$ cat config.mk
export PLATFORM = sky130hd
export DESIGN_NAME = midpoint_ellipse_raster_flat
export DESIGN_NICKNAME = d
export VERILOG_FILES = /design/src/hw/rtl/emr_pkg.sv /design/src/hw/rtl/emr_cmd_if.sv /design/src/hw/rtl/emr_pix_if.sv /design/src/hw/rtl/emr_cfg_if.sv /design/src/hw/rtl/emr_mul.sv /design/src/hw/rtl/emr_emit.sv /design/src/hw/rtl/midpoint_ellipse_raster.sv /design/src/flat_wrapper.sv
export SDC_FILE = /design/constraint.sdc
export NUM_CORES = 2
export LEC_CHECK = 0
export BUFFER_PORTS_ARGS = -buffer_cell sky130_fd_sc_hd__buf_2
export CORE_UTILIZATION = 30
export CTS_BUF_LIST = sky130_fd_sc_hd__clkbuf_4
export CTS_CLUSTER_DIAMETER = 150
export DETAILED_ROUTE_END_ITERATION = 10
export PLACE_DENSITY_LB_ADDON = 0.2
export SLEW_MARGIN = 10
export SYNTH_ARGS = -nofsm -noshare
export SYNTH_HDL_FRONTEND = slang
export SYNTH_HIERARCHICAL = 1
export SYNTH_SLANG_ARGS = --single-unit
$ cat constraint.sdc
create_clock -name clk -period 20.1 [get_ports clk]
set_clock_uncertainty 0.2 [all_clocks]
set_input_delay 4.02 -clock clk [delete_from_list [all_inputs] [get_ports clk]]
set_output_delay 4.02 -clock clk [all_outputs]
set_load 0.02 [all_outputs]
$ cat src/hw/rtl/emr_pkg.sv
// Package for the midpoint ellipse rasterizer: default widths, register
// indexes and the control struct between sequencer and pixel emitter.
// No dependencies.
package emr_pkg;

  localparam int RADIUS_BITS_DEF = 10;
  localparam int COORD_BITS_DEF  = 12;
  localparam int DEC_BITS        = 48;
  localparam int CFG_IDX_BITS    = 2;

  localparam logic [CFG_IDX_BITS-1:0] CFG_CENTER_X = 2'd0;
  localparam logic [CFG_IDX_BITS-1:0] CFG_CENTER_Y = 2'd1;
  localparam logic [CFG_IDX_BITS-1:0] CFG_RADIUS_X = 2'd2;
  localparam logic [CFG_IDX_BITS-1:0] CFG_RADIUS_Y = 2'd3;

  typedef struct packed {
    logic valid;
    logic fin;
  } grp_ctl_t;

endpackage

$ cat src/hw/rtl/emr_cmd_if.sv
// Request channel of the ellipse rasterizer: one start/advance bit.
// Depends on nothing.
interface emr_cmd_if;
  logic valid;
  logic ready;
  logic start_req;

  modport source (output valid, output start_req, input ready);
  modport sink (input valid, input start_req, output ready);
endinterface

$ cat src/hw/rtl/emr_pix_if.sv
// Pixel channel of the ellipse rasterizer.
// Depends on emr_pkg for the default coordinate width.
interface emr_pix_if #(
  parameter int OUT_BITS = emr_pkg::COORD_BITS_DEF + 1
);
  logic                       valid;
  logic                       ready;
  logic signed [OUT_BITS-1:0] pixel_x;
  logic signed [OUT_BITS-1:0] pixel_y;
  logic                       last;
  logic                       done_res;

  modport source (output valid, output pixel_x, output pixel_y, output last,
                  output done_res, input ready);
  modport sink (input valid, input pixel_x, input pixel_y, input last,
                input done_res, output ready);
endinterface

$ cat src/hw/rtl/emr_cfg_if.sv
// Configuration write channel of the ellipse rasterizer.
// Depends on emr_pkg for the index width and default data width.
interface emr_cfg_if #(
  parameter int DATA_BITS = emr_pkg::COORD_BITS_DEF
);
  logic                              valid;
  logic                              ready;
  logic [emr_pkg::CFG_IDX_BITS-1:0]  index;
  logic [DATA_BITS-1:0]              data;

  modport source (output valid, output index, output data, input ready);
  modport sink (input valid, input index, input data, output ready);
endinterface

$ cat src/hw/rtl/emr_mul.sv
// Shared unsigned multiplier of the ellipse rasterizer with a registered product.
// No package dependencies.
module emr_mul #(
  parameter int A_BITS = 20,
  parameter int B_BITS = 24
) (
  input  logic                     clk,
  input  logic [A_BITS-1:0]        a,
  input  logic [B_BITS-1:0]        b,
  output logic [A_BITS+B_BITS-1:0] prod
);

  always_ff @(posedge clk) begin
    prod <= (A_BITS+B_BITS)'(a) * (A_BITS+B_BITS)'(b);
  end

endmodule

$ cat src/hw/rtl/emr_emit.sv
// Pixel emitter: expands one point into its four mirrored pixels and holds
// each in an output register. Depends on emr_pkg and emr_pix_if.
module emr_emit #(
  parameter int RADIUS_BITS = emr_pkg::RADIUS_BITS_DEF,
  parameter int COORD_BITS  = emr_pkg::COORD_BITS_DEF
) (
  input  logic                          clk,
  input  logic                          rst,
  input  emr_pkg::grp_ctl_t             grp_ctl,
  input  logic [RADIUS_BITS:0]          grp_x,
  input  logic [RADIUS_BITS:0]          grp_y,
  input  logic signed [COORD_BITS-1:0]  center_x,
  input  logic signed [COORD_BITS-1:0]  center_y,
  output logic                          grp_ready,
  emr_pix_if.source                     pix
);

  localparam int POS_BITS = RADIUS_BITS + 1;
  localparam int OUT_BITS = COORD_BITS + 1;
  localparam int SUM_BITS = ((OUT_BITS > POS_BITS) ? OUT_BITS : POS_BITS) + 1;

  logic                  busy;
  logic [1:0]            cnt;
  logic [POS_BITS-1:0]   gx;
  logic [POS_BITS-1:0]   gy;
  logic                  gfin;
  logic [COORD_BITS-1:0] gcx;
  logic [COORD_BITS-1:0] gcy;
  logic                  out_valid;
  logic [OUT_BITS-1:0]   out_x;
  logic [OUT_BITS-1:0]   out_y;
  logic                  out_last;
  logic                  out_done;
  logic [SUM_BITS-1:0]   cx_ext;
  logic [SUM_BITS-1:0]   cy_ext;
  logic [SUM_BITS-1:0]   sum_x;
  logic [SUM_BITS-1:0]   sum_y;
  logic                  load;
  logic                  adv;

  assign grp_ready = !busy;
  assign load      = grp_ctl.valid && !busy;
  assign adv       = busy && (!out_valid || pix.ready);

  // Group order: (+x,+y), (+x,-y), (-x,+y), (-x,-y).
  always_comb begin
    cx_ext = SUM_BITS'($signed(gcx));
    cy_ext = SUM_BITS'($signed(gcy));
    sum_x  = cnt[1] ? (cx_ext - SUM_BITS'(gx)) : (cx_ext + SUM_BITS'(gx));
    sum_y  = cnt[0] ? (cy_ext - SUM_BITS'(gy)) : (cy_ext + SUM_BITS'(gy));
  end

  always_ff @(posedge clk) begin
    if (rst) begin
      busy      <= 1'b0;
      cnt       <= 2'd0;
      out_valid <= 1'b0;
    end else if (load) begin
      busy <= 1'b1;
      cnt  <= 2'd0;
      if (pix.ready) begin
        out_valid <= 1'b0;
      end
    end else if (adv) begin
      out_valid <= 1'b1;
      cnt       <= cnt + 2'd1;
      if (cnt == 2'd3) begin
        busy <= 1'b0;
      end
    end else if (pix.ready) begin
      out_valid <= 1'b0;
    end
  end

  always_ff @(posedge clk) begin
    if (load) begin
      gx   <= grp_x;
      gy   <= grp_y;
      gfin <= grp_ctl.fin;
      gcx  <= center_x;
      gcy  <= center_y;
    end
    if (adv) begin
      out_x    <= sum_x[OUT_BITS-1:0];
      out_y    <= sum_y[OUT_BITS-1:0];
      out_last <= (cnt == 2'd3);
      out_done <= gfin;
    end
  end

  assign pix.valid    = out_valid;
  assign pix.pixel_x  = $signed(out_x);
  assign pix.pixel_y  = $signed(out_y);
  assign pix.last     = out_last;
  assign pix.done_res = out_done;

endmodule

$ cat src/hw/rtl/midpoint_ellipse_raster.sv
// Top level of the midpoint ellipse rasterizer: configuration registers,
// decision sequencer and datapath. Depends on emr_pkg, the channel
// interfaces, emr_mul and emr_emit.
//
//  channel | modport | payload                                | direction
//  --------+---------+----------------------------------------+----------
//  cfg     | sink    | index, data                            | in
//  cmd     | sink    | start_req                              | in
//  pix     | source  | pixel_x, pixel_y, last, done_res       | out
//
// A start request or an advance is worked through the sequencer states
// before its point is handed to the emitter, and the advance that crosses
// into the second region also passes the states that reload the decision;
// every product goes through the one shared multiplier. The emitter then
// drives one pixel per cycle when the pixel channel is not stalled, while the
// next request is already being worked on.
// An advance after the ellipse has finished is absorbed in the idle state and
// yields no pixels. Reset (synchronous, active high) clears the walker to the
// finished state. A stalled pixel channel holds the emitter and, through it,
// the hand-off of the following point.
module midpoint_ellipse_raster #(
  parameter int RADIUS_BITS = emr_pkg::RADIUS_BITS_DEF,
  parameter int COORD_BITS  = emr_pkg::COORD_BITS_DEF
) (
  input  logic      clk,
  input  logic      rst,
  emr_cfg_if.sink   cfg,
  emr_cmd_if.sink   cmd,
  emr_pix_if.source pix
);

  localparam int POS_BITS = RADIUS_BITS + 1;
  localparam int MA_BITS  = 2 * RADIUS_BITS;
  localparam int MB_BITS  = 2 * RADIUS_BITS + 4;
  localparam int PB_BITS  = MA_BITS + MB_BITS;
  localparam int DB       = emr_pkg::DEC_BITS;

  // Sequencer states.
  localparam logic [3:0] ST_IDLE = 4'd0;
  localparam logic [3:0] ST_SQY  = 4'd1;
  localparam logic [3:0] ST_BR   = 4'd2;
  localparam logic [3:0] ST_INIT = 4'd3;
  localparam logic [3:0] ST_CMP1 = 4'd4;
  localparam logic [3:0] ST_CMP2 = 4'd5;
  localparam logic [3:0] ST_R2A  = 4'd6;
  localparam logic [3:0] ST_R2B  = 4'd7;
  localparam logic [3:0] ST_R2C  = 4'd8;
  localparam logic [3:0] ST_R2D  = 4'd9;
  localparam logic [3:0] ST_R2E  = 4'd10;
  localparam logic [3:0] ST_UPD  = 4'd11;
  localparam logic [3:0] ST_M1   = 4'd12;
  localparam logic [3:0] ST_A1   = 4'd13;
  localparam logic [3:0] ST_A2   = 4'd14;
  localparam logic [3:0] ST_GRP  = 4'd15;

  // Configuration registers, read live by the sequencer.
  logic signed [COORD_BITS-1:0] center_x;
  logic signed [COORD_BITS-1:0] center_y;
  logic [RADIUS_BITS-1:0]       radius_x;
  logic [RADIUS_BITS-1:0]       radius_y;

  // Walker state.
  logic [3:0]          state;
  logic                is_start;
  logic [POS_BITS-1:0] cur_x;
  logic [POS_BITS-1:0] cur_y;
  logic [DB-1:0]       decision;
  logic                region_two;
  logic                finished;
  logic [MA_BITS-1:0]  rx2;
  logic [MA_BITS-1:0]  ry2;
  logic [PB_BITS-1:0]  cmp_lhs;
  logic                use_ry2x;
  logic                use_rx2y;

  // Shared multiplier.
  logic [MA_BITS-1:0]  mul_a;
  logic [MB_BITS-1:0]  mul_b;
  logic [PB_BITS-1:0]  prod;
  logic [DB-1:0]       prod_dec;
  logic [POS_BITS:0]   x_odd;
  logic [POS_BITS-1:0] y_dec;

  emr_pkg::grp_ctl_t   grp_ctl;
  logic                grp_ready;
  logic                cmd_fire;
  logic                dec_neg;
  logic                dec_pos;

  assign cfg.ready = 1'b1;

  always_ff @(posedge clk) begin
    if (rst) begin
      center_x <= '0;
      center_y <= '0;
      radius_x <= '0;
      radius_y <= '0;
    end else if (cfg.valid) begin
      case (cfg.index)
        emr_pkg::CFG_CENTER_X: center_x <= $signed(cfg.data[COORD_BITS-1:0]);
        emr_pkg::CFG_CENTER_Y: center_y <= $signed(cfg.data[COORD_BITS-1:0]);
        emr_pkg::CFG_RADIUS_X: radius_x <= cfg.data[RADIUS_BITS-1:0];
        emr_pkg::CFG_RADIUS_Y: radius_y <= cfg.data[RADIUS_BITS-1:0];
        default: ;
      endcase
    end
  end

  assign cmd.ready = (state == ST_IDLE);
  assign cmd_fire  = cmd.valid && cmd.ready;

  // (2x+1) and (y-1) feed the squares of the region-2 starting decision.
  assign x_odd    = {cur_x, 1'b1};
  assign y_dec    = cur_y - POS_BITS'(1);
  assign prod_dec = DB'(prod);
  assign dec_neg  = decision[DB-1];
  assign dec_pos  = !dec_neg && (decision != '0);

  // Operand selection: each state issues at most one product, which is
  // available in the prod register during the following state.
  always_comb begin
    mul_a = '0;
    mul_b = '0;
    case (state)
      ST_IDLE: begin
        mul_a = MA_BITS'(radius_x);
        mul_b = MB_BITS'(radius_x);
      end
      ST_SQY: begin
        mul_a = MA_BITS'(radius_y);
        mul_b = MB_BITS'(radius_y);
      end
      ST_BR: begin
        if (is_start) begin
          mul_a = rx2;
          mul_b = MB_BITS'(radius_y);
        end else begin
          // ry^2 is still in the product register here.
          mul_a = prod[MA_BITS-1:0];
          mul_b = MB_BITS'(cur_x);
        end
      end
      ST_CMP1: begin
        mul_a = rx2;
        mul_b = MB_BITS'(cur_y);
      end
      ST_CMP2: begin
        mul_a = MA_BITS'(x_odd);
        mul_b = MB_BITS'(x_odd);
      end
      ST_R2A: begin
        mul_a = ry2;
        mul_b = prod[MB_BITS-1:0];
      end
      ST_R2B: begin
        mul_a = MA_BITS'(y_dec);
        mul_b = MB_BITS'(y_dec);
      end
      ST_R2C: begin
        mul_a = rx2;
        mul_b = prod[MB_BITS-1:0];
      end
      ST_R2D: begin
        mul_a = rx2;
        mul_b = MB_BITS'(ry2);
      end
      ST_M1: begin
        mul_a = ry2;
        mul_b = MB_BITS'(cur_x);
      end
      ST_A1: begin
        mul_a = rx2;
        mul_b = MB_BITS'(cur_y);
      end
      default: ;
    endcase
  end

  emr_mul #(
    .A_BITS(MA_BITS),
    .B_BITS(MB_BITS)
  ) u_mul (
    .clk (clk),
    .a   (mul_a),
    .b   (mul_b),
    .prod(prod)
  );

  always_ff @(posedge clk) begin
    if (rst) begin
      state      <= ST_IDLE;
      is_start   <= 1'b0;
      cur_x      <= '0;
      cur_y      <= '0;
      decision   <= '0;
      region_two <= 1'b0;
      finished   <= 1'b1;
      use_ry2x   <= 1'b0;
      use_rx2y   <= 1'b0;
    end else begin
      case (state)
        ST_IDLE: begin
          if (cmd_fire) begin
            is_start <= cmd.start_req;
            // An advance past the end is absorbed here with no pixels.
            if (cmd.start_req || !finished) begin
              state <= ST_SQY;
            end
          end
        end
        ST_SQY: begin
          state <= ST_BR;
        end
        ST_BR: begin
          if (is_start) begin
            state <= ST_INIT;
          end else if (region_two) begin
            state <= ST_UPD;
          end else begin
            state <= ST_CMP1;
          end
        end
        ST_INIT: begin
          // 4*ry^2 - 4*rx^2*ry + rx^2, the first decision scaled by four.
          decision   <= (DB'(ry2) << 2) - (prod_dec << 2) + DB'(rx2);
          cur_x      <= '0;
          cur_y      <= POS_BITS'(radius_y);
          region_two <= 1'b0;
          finished   <= (radius_y == '0);
          state      <= ST_GRP;
        end
        ST_CMP1: begin
          state <= ST_CMP2;
        end
        ST_CMP2: begin
          // Region 1 ends once ry^2*x exceeds rx^2*y.
          state <= (cmp_lhs > prod) ? ST_R2A : ST_UPD;
        end
        ST_R2A: begin
          state <= ST_R2B;
        end
        ST_R2B: begin
          decision <= prod_dec;
          state    <= ST_R2C;
        end
        ST_R2C: begin
          state <= ST_R2D;
        end
        ST_R2D: begin
          decision <= decision + (prod_dec << 2);
          state    <= ST_R2E;
        end
        ST_R2E: begin
          decision   <= decision - (prod_dec << 2);
          region_two <= 1'b1;
          state      <= ST_UPD;
        end
        ST_UPD: begin
          // Move the walker and note which products the increment needs.
          if (!region_two) begin
            cur_x    <= cur_x + POS_BITS'(1);
            use_ry2x <= 1'b1;
            use_rx2y <= !dec_neg;
            if (!dec_neg) begin
              cur_y <= y_dec;
            end
          end else begin
            cur_y    <= y_dec;
            use_ry2x <= !dec_pos;
            use_rx2y <= 1'b1;
            if (!dec_pos) begin
              cur_x <= cur_x + POS_BITS'(1);
            end
          end
          state <= ST_M1;
        end
        ST_M1: begin
          state <= ST_A1;
        end
        ST_A1: begin
          if (use_ry2x) begin
            decision <= decision + (prod_dec << 3);
          end
          state <= ST_A2;
        end
        ST_A2: begin
          decision <= decision - (use_rx2y ? (prod_dec << 3) : '0)
                      + ((region_two ? DB'(rx2) : DB'(ry2)) << 2);
          finished <= (cur_y == '0);
          state    <= ST_GRP;
        end
        ST_GRP: begin
          if (grp_ready) begin
            state <= ST_IDLE;
          end
        end
        default: begin
          state <= ST_IDLE;
        end
      endcase
    end
  end

  // Datapath registers that need no reset.
  always_ff @(posedge clk) begin
    if (state == ST_SQY) begin
      rx2 <= prod[MA_BITS-1:0];
    end
    if (state == ST_BR) begin
      ry2 <= prod[MA_BITS-1:0];
    end
    if (state == ST_CMP1) begin
      cmp_lhs <= prod;
    end
  end

  assign grp_ctl.valid = (state == ST_GRP);
  assign grp_ctl.fin   = finished;

  emr_emit #(
    .RADIUS_BITS(RADIUS_BITS),
    .COORD_BITS (COORD_BITS)
  ) u_emit (
    .clk      (clk),
    .rst      (rst),
    .grp_ctl  (grp_ctl),
    .grp_x    (cur_x),
    .grp_y    (cur_y),
    .center_x (center_x),
    .center_y (center_y),
    .grp_ready(grp_ready),
    .pix      (pix)
  );

  // An advance on a finished ellipse must not start the sequencer.
  assert property (@(posedge clk) disable iff (rst)
    (cmd_fire && !cmd.start_req && finished) |=> (state == ST_IDLE))
    else $error("advance after the end started a step");

  // A point marked as the last one of the ellipse sits on the x axis.
  assert property (@(posedge clk) disable iff (rst)
    (grp_ctl.valid && grp_ctl.fin) |-> (cur_y == '0))
    else $error("finished point with nonzero y");

  // Only a start leaves region 2.
  assert property (@(posedge clk) disable iff (rst)
    $fell(region_two) |-> ($past(state) == ST_INIT))
    else $error("region 2 left without a start");

  // The region change always lands in region 2 before the step.
  assert property (@(posedge clk) disable iff (rst)
    (state == ST_R2E) |=> (region_two && state == ST_UPD))
    else $error("region change did not take effect");

endmodule

$ cat src/flat_wrapper.sv
// flat-port wrapper written by rule: the top's interface ports become plain ports
module midpoint_ellipse_raster_flat 
#(
  parameter int RADIUS_BITS = emr_pkg::RADIUS_BITS_DEF,
  parameter int COORD_BITS  = emr_pkg::COORD_BITS_DEF
)
  (clk, rst, cfg_valid, cfg_index, cfg_data, cfg_ready, cmd_valid, cmd_start_req, cmd_ready, pix_valid, pix_pixel_x, pix_pixel_y, pix_last, pix_done_res, pix_ready);
  emr_cfg_if cfg_i ();
  emr_cmd_if cmd_i ();
  emr_pix_if pix_i ();
  input  logic clk;
  input  logic rst;
  input wire logic [$bits(cfg_i.valid)-1:0] cfg_valid;
  input wire logic [$bits(cfg_i.index)-1:0] cfg_index;
  input wire logic [$bits(cfg_i.data)-1:0] cfg_data;
  output wire logic [$bits(cfg_i.ready)-1:0] cfg_ready;
  input wire logic [$bits(cmd_i.valid)-1:0] cmd_valid;
  input wire logic [$bits(cmd_i.start_req)-1:0] cmd_start_req;
  output wire logic [$bits(cmd_i.ready)-1:0] cmd_ready;
  output wire logic [$bits(pix_i.valid)-1:0] pix_valid;
  output wire logic [$bits(pix_i.pixel_x)-1:0] pix_pixel_x;
  output wire logic [$bits(pix_i.pixel_y)-1:0] pix_pixel_y;
  output wire logic [$bits(pix_i.last)-1:0] pix_last;
  output wire logic [$bits(pix_i.done_res)-1:0] pix_done_res;
  input wire logic [$bits(pix_i.ready)-1:0] pix_ready;
  assign cfg_i.valid = cfg_valid;
  assign cfg_i.index = cfg_index;
  assign cfg_i.data = cfg_data;
  assign cfg_ready = cfg_i.ready;
  assign cmd_i.valid = cmd_valid;
  assign cmd_i.start_req = cmd_start_req;
  assign cmd_ready = cmd_i.ready;
  assign pix_valid = pix_i.valid;
  assign pix_pixel_x = pix_i.pixel_x;
  assign pix_pixel_y = pix_i.pixel_y;
  assign pix_last = pix_i.last;
  assign pix_done_res = pix_i.done_res;
  assign pix_i.ready = pix_ready;
  midpoint_ellipse_raster #(.RADIUS_BITS(RADIUS_BITS), .COORD_BITS(COORD_BITS)) u_core (.clk(clk), .rst(rst), .cfg(cfg_i), .cmd(cmd_i), .pix(pix_i));
endmodule
==> metrics.csv <==
stage,metric,value,unit
worst_setup_path,rr_endpoint,u_core/u_mul/prod[41],
sta,fmax,91.86,MHz
sta,period_needed,10.89,ns
synth,postSynthCellCount,5270,
sta,tightest_slew,1.268,ns
cells_and_area,area.growth.synth_to_final,8.233,%
sta,worst_slack,9.214,ns
clock_network,clkSinkCount,330,
power_and_ir_drop,max-vdd-ir-drop,0.08540,mV
synth,synth-edff-count,159,
floorplan,initial_core_util,30.28,%
clock_network,cts_buffer_depth,3,
detailed_routing,drc_errors,0,
global_routing,grt_max_degree,82,
synth,yosys-top-cells-area,"fa_1 (19%), ha_1 (12%), edfxtp_1 (11%)",
clock_network,clock_latency,1.03,ns
power_and_ir_drop,power.total,5835,uW
worst_setup_path,r2r_start,u_core/state[2],
synth,ys_ff_latch,330,
power_and_ir_drop,combPwrFrac,73.3,%
synth,synth.avg_cell_area,8.495,um2
place,pre_cts_ws,9.369,ns
sta,slew_violations,0,
min_path,min_path_type,register to register,
flow_run,cap_violations,0,
sta,relSlewSlack,13.31,%
worst_setup_path,crit_required,20.76,ns
clock_network,cts_tree,built,
global_routing,track_usage,20.75,%
synth,yosys.area.top_type,fa_1,
power_and_ir_drop,p_int,2638,uW
worst_setup_path,crit_type,register to register,
floorplan,fp.dieArea,0.1508,mm2
sta,finalCritPeriodShare,54.16,%
detailed_routing,avgViaCountPerCell,5.365,
cells_and_area,drive_gt1_share,7.105,%
detailed_routing,drtAntennaViolNets,0,
worst_setup_path,r2r_slack,9.21,ns
synth,synth_nets,6134,
worst_setup_path,worstPathMaxFanout,22,
power_and_ir_drop,leakage,0.02143,uW
cells_and_area,fillers,15701,
detailed_routing,wire_per_inst,21.95,um
power_and_ir_drop,seqPwrFrac,15.3,%
power_and_ir_drop,p_sw,3197,uW
worst_setup_path,endpoint_kind,register,
floorplan,rows,141,
worst_setup_path,cp_slowest_cell,dfxtp_1,
clock_network,numCtsBuffers,98,
detailed_routing,wl,159300,um
sta,finalSetupViolCount,0,
clock_network,cts-root-buf,clkbuf_4,
sta,fin_tns_setup,0,ns
global_routing,grt_pass1_vias,38696,
synth,ys_top_cells_by_count,"nand2_1 (599), inv_1 (588), ha_1 (427)",
cells_and_area,layout.nets,6104,
floorplan,core,0.1478,mm2
floorplan,ios,51,
power_and_ir_drop,power_density,120.4,mW/mm2
global_routing,grt_overflow,0,
cells_and_area,finish.utilization,32.78,%
detailed_routing,drt_first_pass_iters,8,
clock_network,cts_resized,0,
power_and_ir_drop,switching_share,54.79,%
global_routing,antenna_found_initial,4,
clock_network,cts_setup_buffers,0,
detailed_routing,num_vias,38924,
run_status,status,"finished, final reports clean",
min_path,hold_end,u_core/u_emit/gcy[8],
worst_setup_path,slowest_delay,0.89,ns
synth,yosysTopAreaCellShare,18.65,%
detailed_routing,drtIter0Drc,3307,
worst_setup_path,critPathLaunchType,register,
global_routing,grt_pass1_wl,241600,um
synth,yosysWarnings,6,
synth,synth_area,0.04477,mm2
min_path,min_path_cells,0,
synth,ys.flop_type,dfxtp_1,
floorplan,fp.dieH,388.3,um
clock_network,cts.clk_slew.worst_paths,0.07,ns
sta,hold_violations,0,
synth,ys_seq_area_share,18.31,%
place,hpwl,124400,um
clock_network,cts_hold_buf,0,
min_path,hp-start,u_core/center_y[8],
worst_setup_path,cpMostUsedCell,fa_1,
clock_network,htree_num_levels,3,
power_and_ir_drop,clkPwrFrac,11.4,%
synth,synthArstFlopShare,0,%
sta,rsz0062_at_grt,no,
synth,synth_cell_types,116,
worst_setup_path,arrival,11.54,ns
place,gp_congestion,0.9421,
place,portBuffers,49,
floorplan,die_w,388.3,um
synth,yosysMostFrequentCell,nand2_1,
worst_setup_path,worst_r2r_path_depth,29,
critical path: cells and delay by family (launching register included):
| kind | cells | cell delay (ns) |
|---|---|---|
| xor gates and xnor gates | 1 | 0.14 |
| AOI/OAI and AO/OA | 7 | 2.08 |
| DFF | 1 | 0.89 |
| buffers and inverters | 6 | 1.00 |
| and+or+nand+nor | 7 | 2.49 |
| adders and majority gates | 8 | 3.89 |
per-layer routing:
layer	vias up	wire [um]	GRT usage [%]
met1	19310	74150	29.26
met2	1183	72710	33.70
met5	-	0	0
li1	18223	-	-
met3	208	8829	2.298
met4	0	3578	5.059
metrics by stage:
| stage | hold slack [ns] | std cells | cell area [um2] |
|---|---|---|---|
| 2_1_floorplan | 0.2003 | 5270 | 44770 |
| 3_3_place_gp | 0.2091 | 7070 | 47190 |
| 3_5_place_dp | 0.2156 | 7070 | 47190 |
| 4_1_cts | 0.2310 | 7250 | 48440 |
| 5_1_grt | 0.2376 | 7254 | 48450 |
| 6_report | 0.2282 | 7255 | 48460 |
power by group through the flow:
stage / Sequential [uW] / Combinational, uW / Clock [uW]
5_1_grt: 896 / 4640 / 726
2_1_floorplan: 855 / 3030 / 0
4_1_cts: 888 / 4210 / 697
6_report: 891 / 4280 / 668
3_5_place_dp: 903 / 4190 / 0
3_3_place_gp: 905 / 4190 / 0
cell type report:
class / count / area [um2] / area share (%)
clock inverter: 46 / 251.5 / 0.5190
tap: 1930 / 2415 / 4.984
inverter: 590 / 2215 / 4.570
clock buffer: 134 / 1006 / 2.076
timing repair buffer: 143 / 953.4 / 1.968
multi-input combinational: 4077 / 33400 / 68.94
sequential: 330 / 8198 / 16.92
antenna: 5 / 12.51 / 0.02582
cell usage in the layout (no fill, tap or decap), drive strengths merged, types with 58 or more instances in the layout:
master / n
edfxtp: 159
xnor2: 216
buf: 143
nand2: 599
ha: 427
o21ai: 225
nor2: 288
a211oi: 58
a21oi: 338
clkbuf: 134
dfxtp: 171
nand3: 91
xor2: 94
and2: 303
nor3: 85
a21o: 114
nand4: 73
fa: 417
inv: 592
worst max path at each step:
stage / startpoint / endpoint / slack (ns) / cells after the start
after global placement: u_core/state[2] / u_core/u_mul/prod[43] / 9.55 / 29
after detailed placement: u_core/state[2] / u_core/u_mul/prod[43] / 9.37 / 29
after global routing: u_core/state[2] / u_core/u_mul/prod[43] / 8.65 / 29
final: u_core/state[2] / u_core/u_mul/prod[41] / 9.21 / 29
after CTS: u_core/state[2] / u_core/u_mul/prod[43] / 9.31 / 29
after floorplan: u_core/state[1] / u_core/u_mul/prod[37] / 9.37 / 29
flip-flops by register name, indices dropped and copies added, names as in the netlist, 2 cells and up:
| name | cells |
|---|---|
| u_core/radius_x | 10 |
| u_core/radius_y | 10 |
| u_core/u_emit/gy | 11 |
| u_core/u_mul/prod | 44 |
| u_core/decision | 48 |
| u_core/rx2 | 20 |
| u_core/u_emit/gcx | 12 |
| u_core/cmp_lhs | 44 |
| u_core/u_emit/pix.pixel_y | 13 |
| u_core/cur_x | 11 |
| u_core/u_emit/cnt | 2 |
| u_core/cur_y | 11 |
| u_core/state | 4 |
| u_core/u_emit/pix.pixel_x | 13 |
| u_core/center_y | 12 |
| u_core/ry2 | 20 |
| u_core/center_x | 12 |
| u_core/u_emit/gcy | 12 |
| u_core/u_emit/gx | 11 |
cells by family after synthesis:
logic type	after synthesis	synth area share, %
other	1	0.008376
flip-flops	330	18.31
XOR/XNOR	310	6.065
AO/OA/AOI/OAI	1200	18.07
buffers and inverters	863	7.381
multiplexers	48	1.084
AND/OR/NAND/NOR	1674	18.50
adder cells (fa/ha/maj)	844	30.58
(Power assumes the default switching activity.)
